[config.mk]
export PLATFORM = sky130hd
export DESIGN_NAME = palette_color_fader
export DESIGN_NICKNAME = d
export VERILOG_FILES = /design/src/pcf_pkg.sv /design/src/palette_color_fader.sv /design/src/pcf_lerp.sv
export SDC_FILE = /design/constraint.sdc
export NUM_CORES = 1
export LEC_CHECK = 0
export ABC_AREA = 1
export BUFFER_PORTS_ARGS = -buffer_cell sky130_fd_sc_hd__buf_2
export CAP_MARGIN = 20
export CELL_PAD_IN_SITES_DETAIL_PLACEMENT = 1
export CELL_PAD_IN_SITES_GLOBAL_PLACEMENT = 1
export CORE_ASPECT_RATIO = 1.2
export CORE_MARGIN = 1
export CORE_UTILIZATION = 40
export CTS_CLUSTER_DIAMETER = 80
export DETAILED_ROUTE_END_ITERATION = 7
export PLACE_DENSITY = 0.74
export SKIP_LAST_GASP = 1
export SYNTH_ARGS = -nofsm -noshare
export SYNTH_HDL_FRONTEND = slang
export SYNTH_SLANG_ARGS = --single-unit
export TNS_END_PERCENT = 100
[constraint.sdc]
create_clock -name aclk -period 9 [get_ports aclk]
set_input_delay 0 -clock aclk [delete_from_list [all_inputs] [get_ports aclk]]
set_output_delay 0 -clock aclk [all_outputs]
set_load 0.02 [all_outputs]
[src/pcf_pkg.sv]
// Shared types and constants for the palette color fader.
// No dependencies; used by pcf_lerp and palette_color_fader.
package pcf_pkg;

    // command codes carried on s_cmd
    localparam logic [1:0] CMD_TICK    = 2'd0;
    localparam logic [1:0] CMD_LOAD    = 2'd1;
    localparam logic [1:0] CMD_RESTART = 2'd2;

    // configuration register indexes
    localparam logic [1:0] REG_FADE_STEPS   = 2'd0;
    localparam logic [1:0] REG_PALETTE_SIZE = 2'd1;
    localparam logic [1:0] REG_FADE_MODE    = 2'd2;

    localparam int         CFG_DATA_W       = 8;
    localparam logic [7:0] FADE_STEPS_RESET = 8'd50;

    // request to the shared interpolation unit
    typedef struct packed {
        logic        start;
        logic [23:0] src_color;
        logic [23:0] dst_color;
        logic [7:0]  step;
        logic [7:0]  total;
    } lerp_req_t;

    // response from the shared interpolation unit
    typedef struct packed {
        logic        busy;
        logic        done;
        logic [23:0] color;
    } lerp_rsp_t;

endpackage

[src/palette_color_fader.sv]
// Palette color fader top level: sequencer, palette memory, state and
// output register. Depends on pcf_pkg and pcf_lerp.
//
// Usage:
//   Input channel s_* (valid/ready) takes one command per transaction:
//   tick, load palette entry, or restart. Result channel m_* (valid/ready)
//   carries one color per tick while palette_size is nonzero; load and
//   restart give no result. Configuration (cfg_*) is written one register
//   per cycle with cfg_wr_en; the user must write it only while the block
//   is idle, since the block itself does not enforce it.
// Operation, from the accepting edge: load writes the memory at that edge;
//   restart makes two palette reads through the registered memory port;
//   step-mode tick reads one palette entry; fade-mode tick first reads the
//   next entry when the fade moves on, then runs the shared multiply /
//   8-step restoring divide unit on each color channel in turn.
//   s_ready is high only while the sequencer is idle.
// Reset (aresetn low, synchronous): fade_steps 50, palette_size 0,
//   fade_mode 0, indices and fade colors cleared, target index 1. Palette
//   contents are not cleared and must be loaded before use.
// Stall: the result sits in the output register; the block accepts the
//   next transaction meanwhile and waits only if a new color is ready
//   before the previous one is taken.
module palette_color_fader #(
    parameter int PALETTE_DEPTH = 16
) (
    input  logic                           aclk,
    input  logic                           aresetn,
    // configuration write port
    input  logic                           cfg_wr_en,
    input  logic [1:0]                     cfg_index,
    input  logic [pcf_pkg::CFG_DATA_W-1:0] cfg_wdata,
    // command channel
    input  logic                           s_valid,
    output logic                           s_ready,
    input  logic [1:0]                     s_cmd,
    input  logic [3:0]                     s_entry_index,
    input  logic [23:0]                    s_entry_color,
    // color channel
    output logic                           m_valid,
    input  logic                           m_ready,
    output logic [7:0]                     m_red,
    output logic [7:0]                     m_green,
    output logic [7:0]                     m_blue,
    output logic [3:0]                     m_color_index
);

    localparam int IW = $clog2(PALETTE_DEPTH);
    localparam int CW = ((IW > 5) ? IW : 5) + 1;   // holds depth and size
    localparam logic [CW-1:0] DEPTH_C = CW'(PALETTE_DEPTH);

    typedef enum logic [3:0] {
        S_IDLE,
        S_RST_W0,
        S_RST_U0,
        S_RST_W1,
        S_RST_U1,
        S_ST_W,
        S_ST_U,
        S_FD_W,
        S_FD_U,
        S_FD_GO,
        S_FD_RUN,
        S_FD_OUT
    } state_t;

    // palette memory, one write and one registered read port
    logic [23:0] palette_mem [PALETTE_DEPTH];
    logic          mem_we;
    logic [IW-1:0] mem_waddr;

    state_t        state_reg,        state_next;
    logic [7:0]    fade_steps_reg,   fade_steps_next;
    logic [4:0]    palette_size_reg, palette_size_next;
    logic          fade_mode_reg,    fade_mode_next;
    logic [23:0]   fade_start_reg,   fade_start_next;
    logic [23:0]   fade_target_reg,  fade_target_next;
    logic [7:0]    step_count_reg,   step_count_next;
    logic [IW-1:0] target_index_reg, target_index_next;
    logic [IW-1:0] step_index_reg,   step_index_next;
    logic [IW-1:0] rd_addr_reg,      rd_addr_next;
    logic [23:0]   rd_data_reg;
    logic          out_valid_reg,    out_valid_next;
    logic [23:0]   out_color_reg,    out_color_next;
    logic [3:0]    out_index_reg,    out_index_next;

    logic [CW-1:0] size;
    logic [7:0]    total;
    logic          out_free;
    logic [IW-1:0] step_i;
    logic [IW-1:0] adv_target;

    pcf_pkg::lerp_req_t lerp_req;
    pcf_pkg::lerp_rsp_t lerp_rsp;

    // index past the size in use wraps to zero
    function automatic logic [IW-1:0] wrap_idx(input logic [IW-1:0] i,
                                               input logic [CW-1:0] sz);
        return (CW'(i) >= sz) ? '0 : i;
    endfunction

    function automatic logic [IW-1:0] next_idx(input logic [IW-1:0] i,
                                               input logic [CW-1:0] sz);
        logic [CW-1:0] n;
        n = CW'(i) + CW'(1);
        return (n >= sz) ? '0 : n[IW-1:0];
    endfunction

    assign size       = (CW'(palette_size_reg) > DEPTH_C) ? DEPTH_C
                                                          : CW'(palette_size_reg);
    assign total      = (fade_steps_reg == 8'd0) ? 8'd1 : fade_steps_reg;
    assign out_free   = !out_valid_reg || m_ready;
    assign step_i     = wrap_idx(step_index_reg, size);
    assign adv_target = next_idx(wrap_idx(target_index_reg, size), size);

    assign lerp_req.start     = (state_reg == S_FD_GO);
    assign lerp_req.src_color = fade_start_reg;
    assign lerp_req.dst_color = fade_target_reg;
    assign lerp_req.step      = step_count_reg;
    assign lerp_req.total     = total;

    pcf_lerp u_lerp (
        .aclk    (aclk),
        .aresetn (aresetn),
        .req     (lerp_req),
        .rsp     (lerp_rsp)
    );

    // loads land at the accepting edge; out-of-range indexes are dropped
    assign mem_we    = s_valid && s_ready && (s_cmd == pcf_pkg::CMD_LOAD)
                       && (CW'(s_entry_index) < DEPTH_C);
    assign mem_waddr = IW'(s_entry_index);

    always_ff @(posedge aclk) begin
        if (mem_we) begin
            palette_mem[mem_waddr] <= s_entry_color;
        end
        rd_data_reg <= palette_mem[rd_addr_reg];
    end

    always_comb begin
        state_next        = state_reg;
        fade_steps_next   = fade_steps_reg;
        palette_size_next = palette_size_reg;
        fade_mode_next    = fade_mode_reg;
        fade_start_next   = fade_start_reg;
        fade_target_next  = fade_target_reg;
        step_count_next   = step_count_reg;
        target_index_next = target_index_reg;
        step_index_next   = step_index_reg;
        rd_addr_next      = rd_addr_reg;
        out_valid_next    = out_valid_reg && !m_ready;
        out_color_next    = out_color_reg;
        out_index_next    = out_index_reg;

        if (cfg_wr_en) begin
            unique case (cfg_index)
                pcf_pkg::REG_FADE_STEPS:   fade_steps_next   = cfg_wdata[7:0];
                pcf_pkg::REG_PALETTE_SIZE: palette_size_next = cfg_wdata[4:0];
                pcf_pkg::REG_FADE_MODE:    fade_mode_next    = cfg_wdata[0];
                default: ;
            endcase
        end

        unique case (state_reg)
            S_IDLE: begin
                if (s_valid) begin
                    unique case (s_cmd)
                        pcf_pkg::CMD_RESTART: begin
                            step_count_next = 8'd0;
                            step_index_next = '0;
                            if (size == '0) begin
                                target_index_next = '0;
                                fade_start_next   = 24'd0;
                                fade_target_next  = 24'd0;
                            end else begin
                                target_index_next = (size == CW'(1)) ? '0 : IW'(1);
                                rd_addr_next      = '0;
                                state_next        = S_RST_W0;
                            end
                        end
                        pcf_pkg::CMD_TICK: begin
                            if (size != '0) begin
                                if (!fade_mode_reg) begin
                                    rd_addr_next    = step_i;
                                    step_index_next = next_idx(step_i, size);
                                    state_next      = S_ST_W;
                                end else if (step_count_reg >= total) begin
                                    // current fade done: move on to the next entry
                                    step_count_next   = 8'd0;
                                    target_index_next = adv_target;
                                    fade_start_next   = fade_target_reg;
                                    rd_addr_next      = adv_target;
                                    state_next        = S_FD_W;
                                end else begin
                                    state_next = S_FD_GO;
                                end
                            end
                        end
                        default: ;   // load handled at the memory, unused code ignored
                    endcase
                end
            end
            S_RST_W0: state_next = S_RST_U0;
            S_RST_U0: begin
                fade_start_next = rd_data_reg;
                rd_addr_next    = target_index_reg;
                state_next      = S_RST_W1;
            end
            S_RST_W1: state_next = S_RST_U1;
            S_RST_U1: begin
                fade_target_next = rd_data_reg;
                state_next       = S_IDLE;
            end
            S_ST_W: state_next = S_ST_U;
            S_ST_U: begin
                if (out_free) begin
                    out_valid_next = 1'b1;
                    out_color_next = rd_data_reg;
                    out_index_next = 4'(rd_addr_reg);
                    state_next     = S_IDLE;
                end
            end
            S_FD_W: state_next = S_FD_U;
            S_FD_U: begin
                fade_target_next = rd_data_reg;
                state_next       = S_FD_GO;
            end
            S_FD_GO: state_next = S_FD_RUN;
            S_FD_RUN: begin
                if (lerp_rsp.done) begin
                    state_next = S_FD_OUT;
                end
            end
            S_FD_OUT: begin
                if (out_free && !lerp_rsp.busy) begin
                    out_valid_next  = 1'b1;
                    out_color_next  = lerp_rsp.color;
                    out_index_next  = 4'(target_index_reg);
                    step_count_next = step_count_reg + 8'd1;
                    state_next      = S_IDLE;
                end
            end
        endcase
    end

    always_ff @(posedge aclk) begin
        if (!aresetn) begin
            state_reg        <= S_IDLE;
            fade_steps_reg   <= pcf_pkg::FADE_STEPS_RESET;
            palette_size_reg <= 5'd0;
            fade_mode_reg    <= 1'b0;
            fade_start_reg   <= 24'd0;
            fade_target_reg  <= 24'd0;
            step_count_reg   <= 8'd0;
            target_index_reg <= IW'(1);
            step_index_reg   <= '0;
            out_valid_reg    <= 1'b0;
        end else begin
            state_reg        <= state_next;
            fade_steps_reg   <= fade_steps_next;
            palette_size_reg <= palette_size_next;
            fade_mode_reg    <= fade_mode_next;
            fade_start_reg   <= fade_start_next;
            fade_target_reg  <= fade_target_next;
            step_count_reg   <= step_count_next;
            target_index_reg <= target_index_next;
            step_index_reg   <= step_index_next;
            out_valid_reg    <= out_valid_next;
        end
        // payload registers, no reset
        rd_addr_reg   <= rd_addr_next;
        out_color_reg <= out_color_next;
        out_index_reg <= out_index_next;
    end

    assign s_ready       = (state_reg == S_IDLE);
    assign m_valid       = out_valid_reg;
    assign m_red         = out_color_reg[23:16];
    assign m_green       = out_color_reg[15:8];
    assign m_blue        = out_color_reg[7:0];
    assign m_color_index = out_index_reg;

endmodule

[src/pcf_lerp.sv]
// Shared interpolation unit: src + (dst - src) * step / total for the three
// color channels, one channel at a time. Depends on pcf_pkg.
module pcf_lerp (
    input  logic              aclk,
    input  logic              aresetn,
    input  pcf_pkg::lerp_req_t req,
    output pcf_pkg::lerp_rsp_t rsp
);

    typedef enum logic [1:0] {
        L_IDLE,
        L_MUL,
        L_DIV,
        L_ADD
    } lerp_state_t;

    lerp_state_t state_reg;
    logic [1:0]  chan_reg;
    logic [2:0]  cnt_reg;
    logic [7:0]  rem_reg;
    logic [7:0]  lo_reg;
    logic [7:0]  quo_reg;
    logic        neg_reg;
    logic        done_reg;
    logic [23:0] src_reg;
    logic [23:0] dst_reg;
    logic [7:0]  step_reg;
    logic [7:0]  total_reg;
    logic [23:0] color_reg;

    logic [4:0]  lsb;
    logic [7:0]  s_ch;
    logic [7:0]  t_ch;
    logic [8:0]  diff;
    logic [7:0]  mag;
    logic [15:0] prod;
    logic [8:0]  trial;
    logic [7:0]  trial_sub;
    logic        ge;
    logic [7:0]  delta;

    assign lsb   = {chan_reg, 3'b000};
    assign s_ch  = src_reg[lsb +: 8];
    assign t_ch  = dst_reg[lsb +: 8];
    assign diff  = {1'b0, t_ch} - {1'b0, s_ch};
    assign mag   = diff[8] ? 8'(~diff + 9'd1) : diff[7:0];
    assign prod  = 16'(mag) * 16'(step_reg);

    // restoring divide step; quotient fits 8 bits since step < total
    assign trial     = {rem_reg, lo_reg[7]};
    assign trial_sub = 8'(trial - {1'b0, total_reg});
    assign ge        = trial >= {1'b0, total_reg};
    assign delta     = neg_reg ? 8'(~quo_reg + 8'd1) : quo_reg;

    always_ff @(posedge aclk) begin
        if (!aresetn) begin
            state_reg <= L_IDLE;
            done_reg  <= 1'b0;
            chan_reg  <= 2'd0;
            cnt_reg   <= 3'd0;
        end else begin
            done_reg <= 1'b0;
            unique case (state_reg)
                L_IDLE: begin
                    if (req.start) begin
                        src_reg   <= req.src_color;
                        dst_reg   <= req.dst_color;
                        step_reg  <= req.step;
                        total_reg <= req.total;
                        chan_reg  <= 2'd0;
                        state_reg <= L_MUL;
                    end
                end
                L_MUL: begin
                    rem_reg   <= prod[15:8];
                    lo_reg    <= prod[7:0];
                    neg_reg   <= diff[8];
                    quo_reg   <= 8'd0;
                    cnt_reg   <= 3'd0;
                    state_reg <= L_DIV;
                end
                L_DIV: begin
                    rem_reg <= ge ? trial_sub : trial[7:0];
                    quo_reg <= {quo_reg[6:0], ge};
                    lo_reg  <= {lo_reg[6:0], 1'b0};
                    cnt_reg <= cnt_reg + 3'd1;
                    if (cnt_reg == 3'd7) begin
                        state_reg <= L_ADD;
                    end
                end
                L_ADD: begin
                    color_reg[lsb +: 8] <= s_ch + delta;
                    if (chan_reg == 2'd2) begin
                        done_reg  <= 1'b1;
                        state_reg <= L_IDLE;
                    end else begin
                        chan_reg  <= chan_reg + 2'd1;
                        state_reg <= L_MUL;
                    end
                end
            endcase
        end
    end

    assign rsp.busy  = (state_reg != L_IDLE);
    assign rsp.done  = done_reg;
    assign rsp.color = color_reg;

endmodule

=== After elaboration in Yosys (flattened, before gate mapping) ===
Memories as Yosys holds them, arrays and structs flattened. A register that Yosys moved wholly into a read port is not among the register bits.
Cells that the tools add are included.

* Bits in writable memories: 384
* Memories kept: 1
* Output and inout port bits: 30
* Flip-flop bits (word level): 236

{| class="wikitable"
|+ Memories
! name !! words !! bits a word !! rd ports !! clocked after Yosys merged registers in !! wr ports !! line !! RTL
|-
| palette_mem || 16 || 24 || 1 || 1 || 1 || palette_color_fader.sv:67 || <nowiki>logic [23:0] palette_mem [PALETTE_DEPTH];</nowiki>
|}

* $add $sub $neg: 11
* Equal/unequal tests: 41
* Order comparisons: 7
* Multiplexer cells: 75
* Bitwise operators: 2
* Reductions and logical operators: 41
* Shift-type cells: 4
* Multiply operators: 1

{| class="wikitable"
|+ Operators with widths
! cell !! number
|-
| two-way mux 24 bit || 9
|-
| case mux 24 bit (2 select lines) || 4
|-
| two-way mux 4 bit || 23
|-
| case mux 8 bit (2 select lines) || 5
|-
| two-way mux 8 bit || 9
|-
| case mux 4 bit (12 select lines) || 1
|-
| case mux 4 bit (2 select lines) || 6
|-
| indexed part select 24 x 6 -> 8 bit || 2
|-
| adder 8 x 1 -> 8 bit (second input constant) || 3
|-
| bitwise mux 24 bit || 1
|-
| variable shift 8 x 7 -> 24 bit (first input constant) || 1
|-
| indexed part select 8 x 7 -> 24 bit || 1
|-
| AND reduction 7 bit || 3
|-
| != test 2 bit (second input constant) || 9
|-
| equality test 4 x 3 -> 1 bit (second input constant) || 4
|-
| equality test 4 bit (second input constant) || 4
|-
| multiplier 8 x 8 -> 16 bit || 1
|-
| inverter 8 bit || 2
|-
| nonzero test 2 bit || 8
|-
| != test 3 bit (second input constant) || 5
|-
| AND reduction 2 bit || 7
|-
| AND reduction 6 bit || 2
|-
| adder 4 x 1 -> 5 bit (second input constant) || 2
|-
| equality test 2 bit (second input constant) || 5
|-
| 38 further kinds || 65
|}

=== Depth between registers and ports, before layout ===
Gate-level depths: netlist (run 1).

* Depth after elaboration: 13
* Gate-level depth with buffers: 36
* Depth with buffers taken out: 34

=== By module ===
A second synthesis (run 1) with hierarchy kept.

* Cells, all modules: 2840
* Area, all modules: 30257.8 sq um

{| class="wikitable"
|+ By module, submodules not included
! module !! area each (sq um) !! cells an instance !! sequential area each (sq um) !! times used
|-
| palette_color_fader || 21916.0 || 1934 || 14634.0 || 1
|-
| pcf_lerp || 8341.8 || 906 || 3553.4 || 1
|}

=== Worst setup path before layout (run 1) ===
OpenSTA, ideal clock, no wires.

* Kind: flip-flop to flip-flop
* Start: register u_lerp.state_reg[0]
* End: register u_lerp.dst_reg[0] (enable)
* Path buffers: 0
* Cell stages (with the launch flop): 5
* Required time: 8356 ps
* Period minus slack after synthesis: 7475 ps
* Slack: 1525 ps
* Arrival: 6831 ps
* Cells stage by stage: dfxtp_1 -> inv_1 -> ha_1 -> inv_1 -> nor4_1

* Longest elaborated chain between the ends: 2

{| class="wikitable"
|+ Ends and longest elaborated chain
! item !! line !! RTL
|-
| start: declaration || pcf_lerp.sv:17 || <nowiki>lerp_state_t state_reg;</nowiki>
|-
| start signal: assignment || pcf_lerp.sv:57 || <nowiki>state_reg <= L_IDLE;</nowiki>
|-
| start signal: assignment || pcf_lerp.sv:71 || <nowiki>state_reg <= L_MUL;</nowiki>
|-
| start signal: assignment || pcf_lerp.sv:80 || <nowiki>state_reg <= L_DIV;</nowiki>
|-
| zero test 2 bit || pcf_lerp.sv:63 || <nowiki>unique case (state_reg)</nowiki>
|-
| AND reduction 3 bit (no source line) || - ||
|-
| end signal: assignment || pcf_lerp.sv:67 || <nowiki>dst_reg <= req.dst_color;</nowiki>
|-
| end: declaration || pcf_lerp.sv:26 || <nowiki>logic [23:0] dst_reg;</nowiki>
|}

No other way between the ends.
A chain may end at the register's enable or synchronous reset.

=== Worst setup path after layout (run 1) ===
* Start: register u_lerp.chan_reg[0]
* End: register u_lerp.rem_reg[4] (data pin)

* Elaborated cells on any way between the ends: 8
* Those cells by class: 2 x add/sub; 1 x mul; 2 x shift; 2 x mux; 1 x bitwise

{| class="wikitable"
|+ RTL lines
! item !! line !! RTL
|-
| start: declaration || pcf_lerp.sv:18 || <nowiki>logic [1:0] chan_reg;</nowiki>
|-
| start signal: assignment || pcf_lerp.sv:97 || <nowiki>chan_reg <= chan_reg + 2'd1;</nowiki>
|-
| indexed part select 24 x 6 -> 8 bit, on equally long branches || pcf_lerp.sv:44, pcf_lerp.sv:43 ||
|-
| subtractor 8 x 8 -> 9 bit (*) || pcf_lerp.sv:45 || <nowiki>assign diff = {1'b0, t_ch} - {1'b0, s_ch};</nowiki>
|-
| named net u_lerp.diff[8] || pcf_lerp.sv:34 || <nowiki>logic [8:0] diff;</nowiki>
|-
| two-way mux 8 bit (*) || pcf_lerp.sv:46 || <nowiki>assign mag = diff[8] ? 8'(~diff + 9'd1) : diff[7:0];</nowiki>
|-
| multiplier 8 x 8 -> 16 bit (*) || pcf_lerp.sv:47 || <nowiki>assign prod = 16'(mag) * 16'(step_reg);</nowiki>
|-
| case mux 8 bit (2 select lines) (*) || pcf_lerp.sv:63 ||
|-
| end signal: assignment || pcf_lerp.sv:75 || <nowiki>rem_reg <= prod[15:8];</nowiki>
|-
| end signal: assignment || pcf_lerp.sv:83 || <nowiki>rem_reg <= ge ? trial_sub : trial[7:0];</nowiki>
|-
| end: declaration || pcf_lerp.sv:20 || <nowiki>logic [7:0] rem_reg;</nowiki>
|}

The timed path passes the listed nets; every way through them passes the cells marked *.

==> results of run 1 <==
-- cell families (layout without fill, tap and decap cells) --
kind of cell | count (synthesis) | count (layout)
AOI/OAI and AO/OA | 578 | 578
xor gates and xnor gates | 21 | 21
adders and majority gates | 140 | 140
buffers and inverters | 453 | 624
DFF | 644 | 644
muxes | 96 | 96
and+or+nand+nor | 888 | 888
-- path summary, 6_finish.rpt --
check	end	slack (ns)	start	cells after the start
min	palette_mem[11][21]$_DFFE_PP_	0.15	s_entry_index[3]	3
min reg2reg	u_lerp.src_reg[11]$_DFFE_PP_	0.43	fade_start_reg[11]$_SDFFE_PN0P_	0
max reg2reg	u_lerp.rem_reg[4]$_DFFE_PP_	1.50	u_lerp.chan_reg[0]$_SDFFE_PN0P_	30
max	u_lerp.rem_reg[4]$_DFFE_PP_	1.50	u_lerp.chan_reg[0]$_SDFFE_PN0P_	30
-- what timing repair did --
action | CTS | global route
buffers inserted | 0 | 0
endpoints found under the setup margin | 0 | 0
endpoints found under the hold margin | 422 | 0
resized for setup | 0 | 0
hold buffers | 58 | 0
-- cells in the final DEF, fill, tap and decap left out, types with 22 or more instances in the layout --
cell / instances
nand2_1: 476
nand3_1: 107
inv_1: 323
o211ai_1: 102
a21oi_1: 208
fa_1: 39
buf_2: 74
clkbuf_16: 69
dlygate4sd3_1: 58
edfxtp_1: 529
nand4_1: 22
o21ai_0: 224
ha_1: 101
nor2_1: 203
mux2i_1: 96
dfxtp_1: 115
-- worst min-delay path: cells and delay by family --
| family | cells | cell delay (ns) |
|---|---|---|
| AND/OR/NAND/NOR | 2 | 0.44 |
| buffers and inverters | 1 | 0.11 |
-- layout make-up --
type                            instances  area (µm²)  area share [%]
Tap cell                              999        1250            3.60
Clock inverter                         34         398            1.15
Clock buffer                           93        1910            5.50
Sequential cell                       644       18200            52.4
Inverter                              333        1260            3.63
Multi-Input combinational cell       1723       10300            29.8
Timing Repair Buffer                  164        1350            3.90
-- layer usage --
metal	GRT usage (%)	routed length [µm]	share of wire, %
met5	0	31	0.037
met4	11.1	3450	4.1
met3	2.65	3190	3.8
met2	40.9	44900	53
met1	25.5	33200	39
-- through the flow --
| step | instances | utilization [%] | cell area, µm² | hold slack (ns) | setup WS (ns) |
|---|---|---|---|---|---|
| floorplan | 2820 | - | 30200 | 0.0989 | 1.53 |
| global placement | 3794 | 42.5 | 31600 | 0.234 | 1.83 |
| detailed placement | 3797 | 42.6 | 31600 | 0.236 | 1.53 |
| CTS | 3982 | 46.5 | 34500 | 0.123 | 1.52 |
| global route | 3990 | 46.7 | 34700 | 0.151 | 0.930 |
| finish | 3990 | 46.7 | 34700 | 0.145 | 1.50 |
==> metrics.md, run 1 <==
| Metric | Value |
|---|---|
| Outcome | `completed` |
| Worst hold path type | `in2reg` |
| Core box area | `between 70000 and 80000 µm²` |
| Max FFs per register | `around 380` |
| Maxcap violations | `0` |
| Fin nets | `3120` |
| Worst-Margin Slew | `between 1 and 1.5 ns` |
| CP Max Fanout | `23` |
| RSZ-0062 raised after global routing | `no` |
| Pre-Repair DR Iteration Count | `5` |
| Final period utilization | `83.4%` |
| Routed wire per std cell | `21.2 µm` |
| Final setup TNS | `0 ns` |
| Die ar. | `about 76000 µm²` |
| Vias per std cell | `between 5 and 6` |
| Via count | `about 21000` |
| XOR/XNOR Fraction of Synth Area | `0.610%` |
| Tmin final | `7.50 ns` |
| Initial antenna violation count | `2` |
| Post-Synth Adder-Cell Area | `6.78%` |
| Critical path data required time | `approximately 9.4 ns` |
| Fraction of registers with async set/reset | `0%` |
| P&R area growth vs syn | `15.0%` |
| Pin count of the biggest net entering global routing | `around 200` |
| Ports | `75` |
| Final setup violation count | `0` |
| Slowest stage delay, CP | `just under 0.7 ns` |
| Final Skew | `between 0.04 and 0.05 ns` |
| Synth Area in Simple Gates | `approximately 12%` |
| CP Capture Type | `flip-flop` |
| Post-synthesis compound-gate area fraction | `10.7%` |
| Startpoint types | `flip-flop` |
| Clock root buffer | `clkbuf_16` |
| Die W | `around 250 µm` |
| Top cells by count, synth | `edfxtp_1, nand2_1, inv_1` |
| Die Y | `~300 µm` |
| Synthesized cell area | `~30000 µm²` |
| CTS max path bufs | `3` |
| Vias in the first global route | `roughly 23000` |
| Layout cell share with drive strength beyond 1 | `a little under a tenth` |
| CP top delay family | `adder cells` |
| PortBufs | `between 70 and 80` |
| CTS H-Tree Depth | `3` |
| Clk slew on worst S/H paths | `roughly 0.06 ns` |
| Top-count cell post-synth | `edfxtp_1` |
| Row cnt | `109` |
| RePlAce Congestion | `about 0.88` |
| Fmax | `133 MHz` |
| Largest register by flop count | `palette_mem` |
| Ant. Diodes | `0` |
| First-pass GRT wire length | `130000 µm` |
| TritonCTS clock tree | `built` |
| Number of synthesized register bits | `644` |
| GR Util All Layers | `between 20% and 30%` |
| Final Hold Viols | `0` |
| Drt first-iter violations | `about 1400` |
| Warnings, synthesis | `0` |
| CP arrival | `~7.9 ns` |
| Clock latency at the later pin of the worst-skew pair | `approximately 0.64 ns` |
| Mux share of post-synthesis cell area | `3.19%` |
| Num CTS Buffers | `between 60 and 70` |
| Max_slew headroom | `a little under a quarter` |
| Initial Util | `between 40% and 50%` |
| Number of synthesized flops with an enable pin | `~530` |
| # clock sinks | `roughly 640` |
| Routed Antenna Nets | `0` |
| Seq/Total Area, Yosys | `between 60% and 70%` |
| Routed WL | `around 85000 µm` |
| Area fraction of the dominant cell type after synthesis | `approximately 53%` |
| Number of distinct library cells after synthesis | `53` |
| Syn_area_per_cell | `between 10 and 15 µm²` |
| Synth Flop Type | `edfxtp_1` |
| Residual DRC count | `0` |
| Worst path slowest cell | `dfxtp_1` |
| Dpl hpwl | `~54000 µm` |
| Post-synth top area cell | `edfxtp_1` |
| Fillers | `8098` |
| Crit path kind | `reg2reg` |
| Max Slew Vio Count | `0` |
| Syn_nets | `between 3000 and 4000` |
| Most repeated library cell on the critical path | `nand2_1` |
| Main combinational cell family by area after synthesis | `simple AND/OR/NAND/NOR gates` |
| Syn Inst Count | `2820` |
| WP buf/inv | `6` |
| Cells taking the most area after synthesis | `edfxtp_1, dfxtp_1, nand2_1` |
| Global route overflow | `0` |
Power of run 1 is left out: the tool's default activity adds up to more than one toggle a clock period on the data nets, which glitch-free logic cannot reach.
==> run 2, diff against run 1 <==
--- a/config.mk
+++ b/config.mk
@@ -15,7 +15,7 @@
 export CORE_UTILIZATION = 40
 export CTS_CLUSTER_DIAMETER = 80
 export DETAILED_ROUTE_END_ITERATION = 7
-export PLACE_DENSITY = 0.74
+export PLACE_DENSITY = 0.76
 export SKIP_LAST_GASP = 1
 export SYNTH_ARGS = -nofsm -noshare
 export SYNTH_HDL_FRONTEND = slang
==> constraint.sdc (replaced) <==
create_clock -name aclk -period 6.39 [get_ports aclk]
set_input_delay 0 -clock aclk [delete_from_list [all_inputs] [get_ports aclk]]
set_output_delay 0 -clock aclk [all_outputs]
set_load 0.02 [all_outputs]
==> run 2 against run 1 <==
Register-to-register slack worse by 1.3 ns. First-iteration DRC count up 9.6%. Cell area increased by 0.74%. Wire length fell by 0.63%. Critical path depth decreased by 2. Sequential share of layout area shrank 0.37 points.
==> metrics.md, run 2 (synthesized netlist as in run 1, its figures left out) <==
| Metric | Value |
|---|---|
| Die ar. | `roughly 76000 µm²` |
| Max Slew Vio Count | `0` |
| Fin area | `34900 µm²` |
| Clk slew on worst S/H paths | `around 0.070 ns` |
| Vias in the first global route | `approximately 23000` |
| Core box area | `~74000 µm²` |
| CP arrival | `6.54 ns` |
| Num CTS Buffers | `69` |
| Hold Path End | `state_reg[3]$_SDFFE_PN0P_` |
| Slowest stage delay, CP | `0.61 ns` |
| Clock root buffer | `clkbuf_16` |
| Final Skew | `between 0.02 and 0.025 ns` |
| Tmin final | `just over 6 ns` |
| Max_slew headroom | `around a quarter` |
| P&R area growth vs syn | `15.9%` |
| Cells after DPL | `3823` |
| Fmax | `approximately 160 MHz` |
| Most common cell after layout, fill and taps aside | `edfxtp_1` |
| Final Hold Viols | `0` |
| Global route overflow | `0` |
| Layout cell share with drive strength beyond 1 | `between 10% and 20%` |
| CP Max Fanout | `9` |
| Drt first-iter violations | `roughly 1500` |
| Worst-Margin Slew | `approximately 1.1 ns` |
| Initial Util | `40.6%` |
| Worst path slowest cell | `fa_2` |
| Max FFs per register | `about 380` |
| CP Capture Type | `flip-flop` |
| Most repeated library cell on the critical path | `fa_1` |
| Routed wire per std cell | `between 20 and 25 µm` |
| Worst hold path type | `in2reg` |
| Maxcap violations | `0` |
| Final period utilization | `96.6%` |
| Slack of the worst reg-to-reg path | `around 0.22 ns` |
| Fin nets | `around 3100` |
| Row cnt | `109` |
| CTS max path bufs | `3` |
| Vias per std cell | `~5.3` |
| Ports | `75` |
| Die W | `253 µm` |
| Startpoint types | `flip-flop` |
| Clock latency at the later pin of the worst-skew pair | `0.63 ns` |
| Crit path kind | `reg2reg` |
| RePlAce Congestion | `a little under 0.9` |
| Via count | `between 20000 and 25000` |
| Worst r2r dst | `u_lerp.rem_reg[4]$_DFFE_PP_` |
| Pre-Repair DR Iteration Count | `5` |
| Initial antenna violation count | `4` |
| Largest register by flop count | `palette_mem` |
| Non-filler cells, final | `~4000` |
| Minimum hold slack | `between 0.03 and 0.04 ns` |
| # clock sinks | `about 640` |
| GR Util All Layers | `approximately 22%` |
| PortBufs | `74` |
| Area after DPL | `between 30000 and 40000 µm²` |
| Critical path data required time | `approximately 6.8 ns` |
| Dpl hpwl | `roughly 54000 µm` |
| First-pass GRT wire length | `~130000 µm` |
| Reg2reg path depth | `28` |
| Hold depth | `3` |
| Final setup violation count | `0` |
| Routed Antenna Nets | `0` |
| TritonCTS clock tree | `built` |
| Most frequent cells in the layout | `edfxtp_1, nand2_1, inv_1` |
| Residual DRC count | `0` |
| CTS H-Tree Depth | `3` |
| Outcome | `completed` |
| Critical hold path startpoint | `aresetn` |
| Routed WL | `roughly 84000 µm` |
| Crit Reg-Reg Startpoint | `u_lerp.chan_reg[0]$_SDFFE_PN0P_` |
| Die Y | `slightly above 300 µm` |
| Pin count of the biggest net entering global routing | `~200` |
| Final setup TNS | `0 ns` |
[run 2: changes by cell type in the layout (fill, tap and decap cells not counted), sizes merged]
cell / change
buf: +26
dlygate4sd3: -9
clkbuf: -6
diode: +3
bufinv: +2
clkinv: +2
clkinvlp: -2
inv: +1
[run 2: timing repair]
item	CTS	global route
pin swaps	0	14
hold buffers	49	0
gates resized for setup	6	50
hold endpoints to repair	415	0
endpoints found under the setup margin	7	9
setup buffers	0	3
[run 2: per-layer routing]
layer | global-route usage [%] | up-vias | routed length [µm]
li1 | - | 10000 | -
met1 | 25.3 | 10700 | 33000
met2 | 40.7 | 443 | 44900
met3 | 2.81 | 165 | 3100
met4 | 9.93 | 4 | 3110
met5 | 0 | - | 18
[run 2: through the flow]
stage | util, % | setup WS, ns
after floorplan | - | 0.0961
after global placement | 42.8 | 0.0579
after detailed placement | 42.9 | -0.153
after CTS | 46.6 | 0.0568
after global routing | 47.1 | -0.0538
final | 47.1 | 0.215
[run 2: how the worst max path moves through the flow]
stage | from | to | slack, ns | cells past startpoint
floorplan | u_lerp.chan_reg[0]$_SDFFE_PN0P_ | u_lerp.rem_reg[4]$_DFFE_PP_ | 0.1 | 31
global placement | u_lerp.chan_reg[0]$_SDFFE_PN0P_ | u_lerp.rem_reg[4]$_DFFE_PP_ | 0.06 | 32
detailed placement | u_lerp.chan_reg[0]$_SDFFE_PN0P_ | u_lerp.rem_reg[1]$_DFFE_PP_ | -0.15 | 25
CTS | u_lerp.chan_reg[0]$_SDFFE_PN0P_ | u_lerp.rem_reg[7]$_DFFE_PP_ | 0.06 | 30
global route | u_lerp.chan_reg[0]$_SDFFE_PN0P_ | u_lerp.rem_reg[6]$_DFFE_PP_ | -0.05 | 30
finish | u_lerp.chan_reg[0]$_SDFFE_PN0P_ | u_lerp.rem_reg[4]$_DFFE_PP_ | 0.22 | 28
[run 2: final cells by class]
cell class / instances / area (µm²)
clock buffers: 87 / 1840
well taps: 999 / 1250
inverters: 333 / 1260
repair buffers: 181 / 1460
flip-flops and latches: 644 / 18200
multi-input cells: 1723 / 10500
clock inverters: 37 / 383
diodes: 3 / 7.51
fillers: 8079 / 39300
[run 2: critical path, delay by kind of cell (launching register included)]
| kind | cells | cell delay [ns] |
|---|---|---|
| buf+inv | 7 | 0.54 |
| flops | 1 | 0.38 |
| simple gates | 10 | 1.25 |
| fa+ha+maj | 7 | 3.08 |
| compound gates | 4 | 0.67 |
Power of run 2 is left out for the same reason.
==> run 3, diff against run 2 <==
--- a/config.mk
+++ b/config.mk
@@ -11,7 +11,7 @@
 export CELL_PAD_IN_SITES_DETAIL_PLACEMENT = 1
 export CELL_PAD_IN_SITES_GLOBAL_PLACEMENT = 1
 export CORE_ASPECT_RATIO = 1.2
-export CORE_MARGIN = 1
+export CORE_MARGIN = 5
 export CORE_UTILIZATION = 40
 export CTS_CLUSTER_DIAMETER = 80
 export DETAILED_ROUTE_END_ITERATION = 7
==> run 3 against run 2 <==
Via count rose by 0.70%. Setup slack improved by 0.095 ns. Hold slack improved by 0.016 ns. Flip-flop and latch count did not move. Critical path type unchanged.
==> metrics.md, run 3 (synthesized netlist as in run 1, its figures left out) <==
| Metric | Value |
|---|---|
| Outcome | `completed` |
| Ports | `75` |
| CTS H-Tree Depth | `3` |
| Final period utilization | `95.1%` |
| Final setup TNS | `0 ns` |
| Tmin final | `just over 6 ns` |
| CP Capture Type | `flip-flop` |
| Largest register by flop count | `palette_mem` |
| Die W | `around 260 µm` |
| Crit path kind | `reg2reg` |
| Worst Setup SP | `u_lerp.chan_reg[0]$_SDFFE_PN0P_` |
| Startpoint types | `flip-flop` |
| Die Y | `between 300 and 400 µm` |
| Die ar. | `81000 µm²` |
| CP Max Fanout | `11` |
| Met1 usage | `23.6%` |
| Slowest stage delay, CP | `roughly 0.54 ns` |
| GR Util All Layers | `between 20 and 25%` |
| Critical path data required time | `between 6 and 7 ns` |
| Routed wire per std cell | `~21 µm` |
| Crit Reg-Reg Startpoint | `u_lerp.chan_reg[0]$_SDFFE_PN0P_` |
| Dpl hpwl | `around 55000 µm` |
| TritonCTS clock tree | `built` |
| Final Skew | `between 0.05 and 0.06 ns` |
| Most repeated library cell on the critical path | `nand2_1` |
| Num CTS Buffers | `69` |
| Vias in the first global route | `between 20000 and 25000` |
| Pre-Repair DR Iteration Count | `8` |
| CTS max path bufs | `3` |
| Most common cell after layout, fill and taps aside | `edfxtp_1` |
| Via count | `21400` |
| Row cnt | `between 100 and 150` |
| Residual DRC count | `0` |
| Max FFs per register | `384` |
| Final setup violation count | `0` |
| # clock sinks | `about 640` |
| Max Slew Vio Count | `0` |
| PortBufs | `74` |
| Worst-Margin Slew | `around 1.1 ns` |
| Maxcap violations | `0` |
| CP arrival | `approximately 6.5 ns` |
| Initial Util | `slightly above 40%` |
| Reg2reg path depth | `34` |
| Worst hold path type | `in2reg` |
| Drt first-iter violations | `~1600` |
| Clock latency at the later pin of the worst-skew pair | `roughly 0.64 ns` |
| Routed WL | `between 80000 and 90000 µm` |
| Initial antenna violation count | `5` |
| Slack of the worst reg-to-reg path | `between 0.3 and 0.4 ns` |
| Final Hold Viols | `0` |
| Max_slew headroom | `roughly a quarter` |
| Final core utilization | `47.0%` |
| RePlAce Congestion | `0.857` |
| Fin nets | `between 3000 and 4000` |
| Most used routing layer | `met2` |
| Met2 usage | `between 30% and 40%` |
| Setup crit end | `u_lerp.rem_reg[6]$_DFFE_PP_` |
| Clk slew on worst S/H paths | `0.07 ns` |
| P&R area growth vs syn | `16.7%` |
| Fmax | `between 150 and 200 MHz` |
| Routed Antenna Nets | `0` |
| Worst path slowest cell | `fa_1` |
| Most frequent cells in the layout | `edfxtp_1, nand2_1, inv_1` |
| Pin count of the biggest net entering global routing | `between 150 and 200` |
| Worst r2r dst | `u_lerp.rem_reg[6]$_DFFE_PP_` |
| Met3 usage | `a little over 3%` |
| Core box area | `approximately 75000 µm²` |
| Layout cell share with drive strength beyond 1 | `11.8%` |
| Clock root buffer | `clkbuf_16` |
| Global route overflow | `0` |
| Fillers | `about 8200` |
| First-pass GRT wire length | `around 130000 µm` |
| Vias per std cell | `about 5.3` |
==> run 3: timing repair <==
| action | in CTS | in global routing |
|---|---|---|
| pin swaps | 0 | 10 |
| gates resized for setup | 2 | 41 |
| setup buffers | 0 | 7 |
| setup endpoints to repair | 5 | 9 |
| hold buffers | 52 | 0 |
| hold endpoints to repair | 417 | 0 |
==> run 3: final cells by class <==
cell class / instances / area [µm²] / area share [%]
flip-flops and latches: 644 / 18200 / 51.7
multi-input cells: 1723 / 10400 / 29.7
clock buffers: 86 / 1900 / 5.41
repair buffers: 196 / 1470 / 4.17
well taps: 1008 / 1260 / 3.59
inverters: 333 / 1260 / 3.58
clock inverters: 42 / 652 / 1.85
diodes: 4 / 10.0 / 0.0285
==> run 3: metrics by stage <==
| step | area (µm²) | hold slack (ns) | cells | worst slack (ns) |
|---|---|---|---|---|
| 3_3_place_gp | 31800 | 0.232 | 3841 | 0.0548 |
| 4_1_cts | 34900 | 0.000522 | 4022 | -0.0524 |
| 5_1_grt | 35200 | 0.0480 | 4035 | -0.0489 |
| 3_5_place_dp | 31800 | 0.235 | 3842 | -0.0823 |
| 6_report | 35200 | 0.0526 | 4036 | 0.310 |
| 2_1_floorplan | 30200 | 0.0989 | 2820 | 0.0961 |
==> run 3: worst min-delay path by stage <==
stage / startpoint / endpoint / slack, ns / cells past startpoint
global placement: cfg_wdata[5] / fade_steps_reg[5]$_SDFFE_PN1P_ / 0.23 / 3
floorplan: s_entry_color[0] / palette_mem[0][0]$_DFFE_PP_ / 0.1 / 0
finish: aresetn / fade_steps_reg[2]$_SDFFE_PN0P_ / 0.05 / 3
CTS: aresetn / fade_start_reg[15]$_SDFFE_PN0P_ / 0.0005 / 3
detailed placement: cfg_wdata[5] / fade_steps_reg[5]$_SDFFE_PN1P_ / 0.24 / 3
global route: aresetn / fade_start_reg[15]$_SDFFE_PN0P_ / 0.05 / 3
==> run 3: worst max-delay path: cells and delay by family, from the launching register on <==
family	cells	cell delay [ns]
AOI/OAI and AO/OA	3	0.44
DFF	1	0.37
buffers and inverters	8	0.63
and+or+nand+nor	17	1.73
adders and majority gates	6	2.68
==> run 3: layer usage <==
metal | share of wire [%] | vias up
met5 | 0 | -
met4 | 4.5 | 0
met3 | 3.7 | 195
met2 | 53 | 466
met1 | 39 | 10700
li1 | - | 10000
Power of run 3 is left out for the same reason.
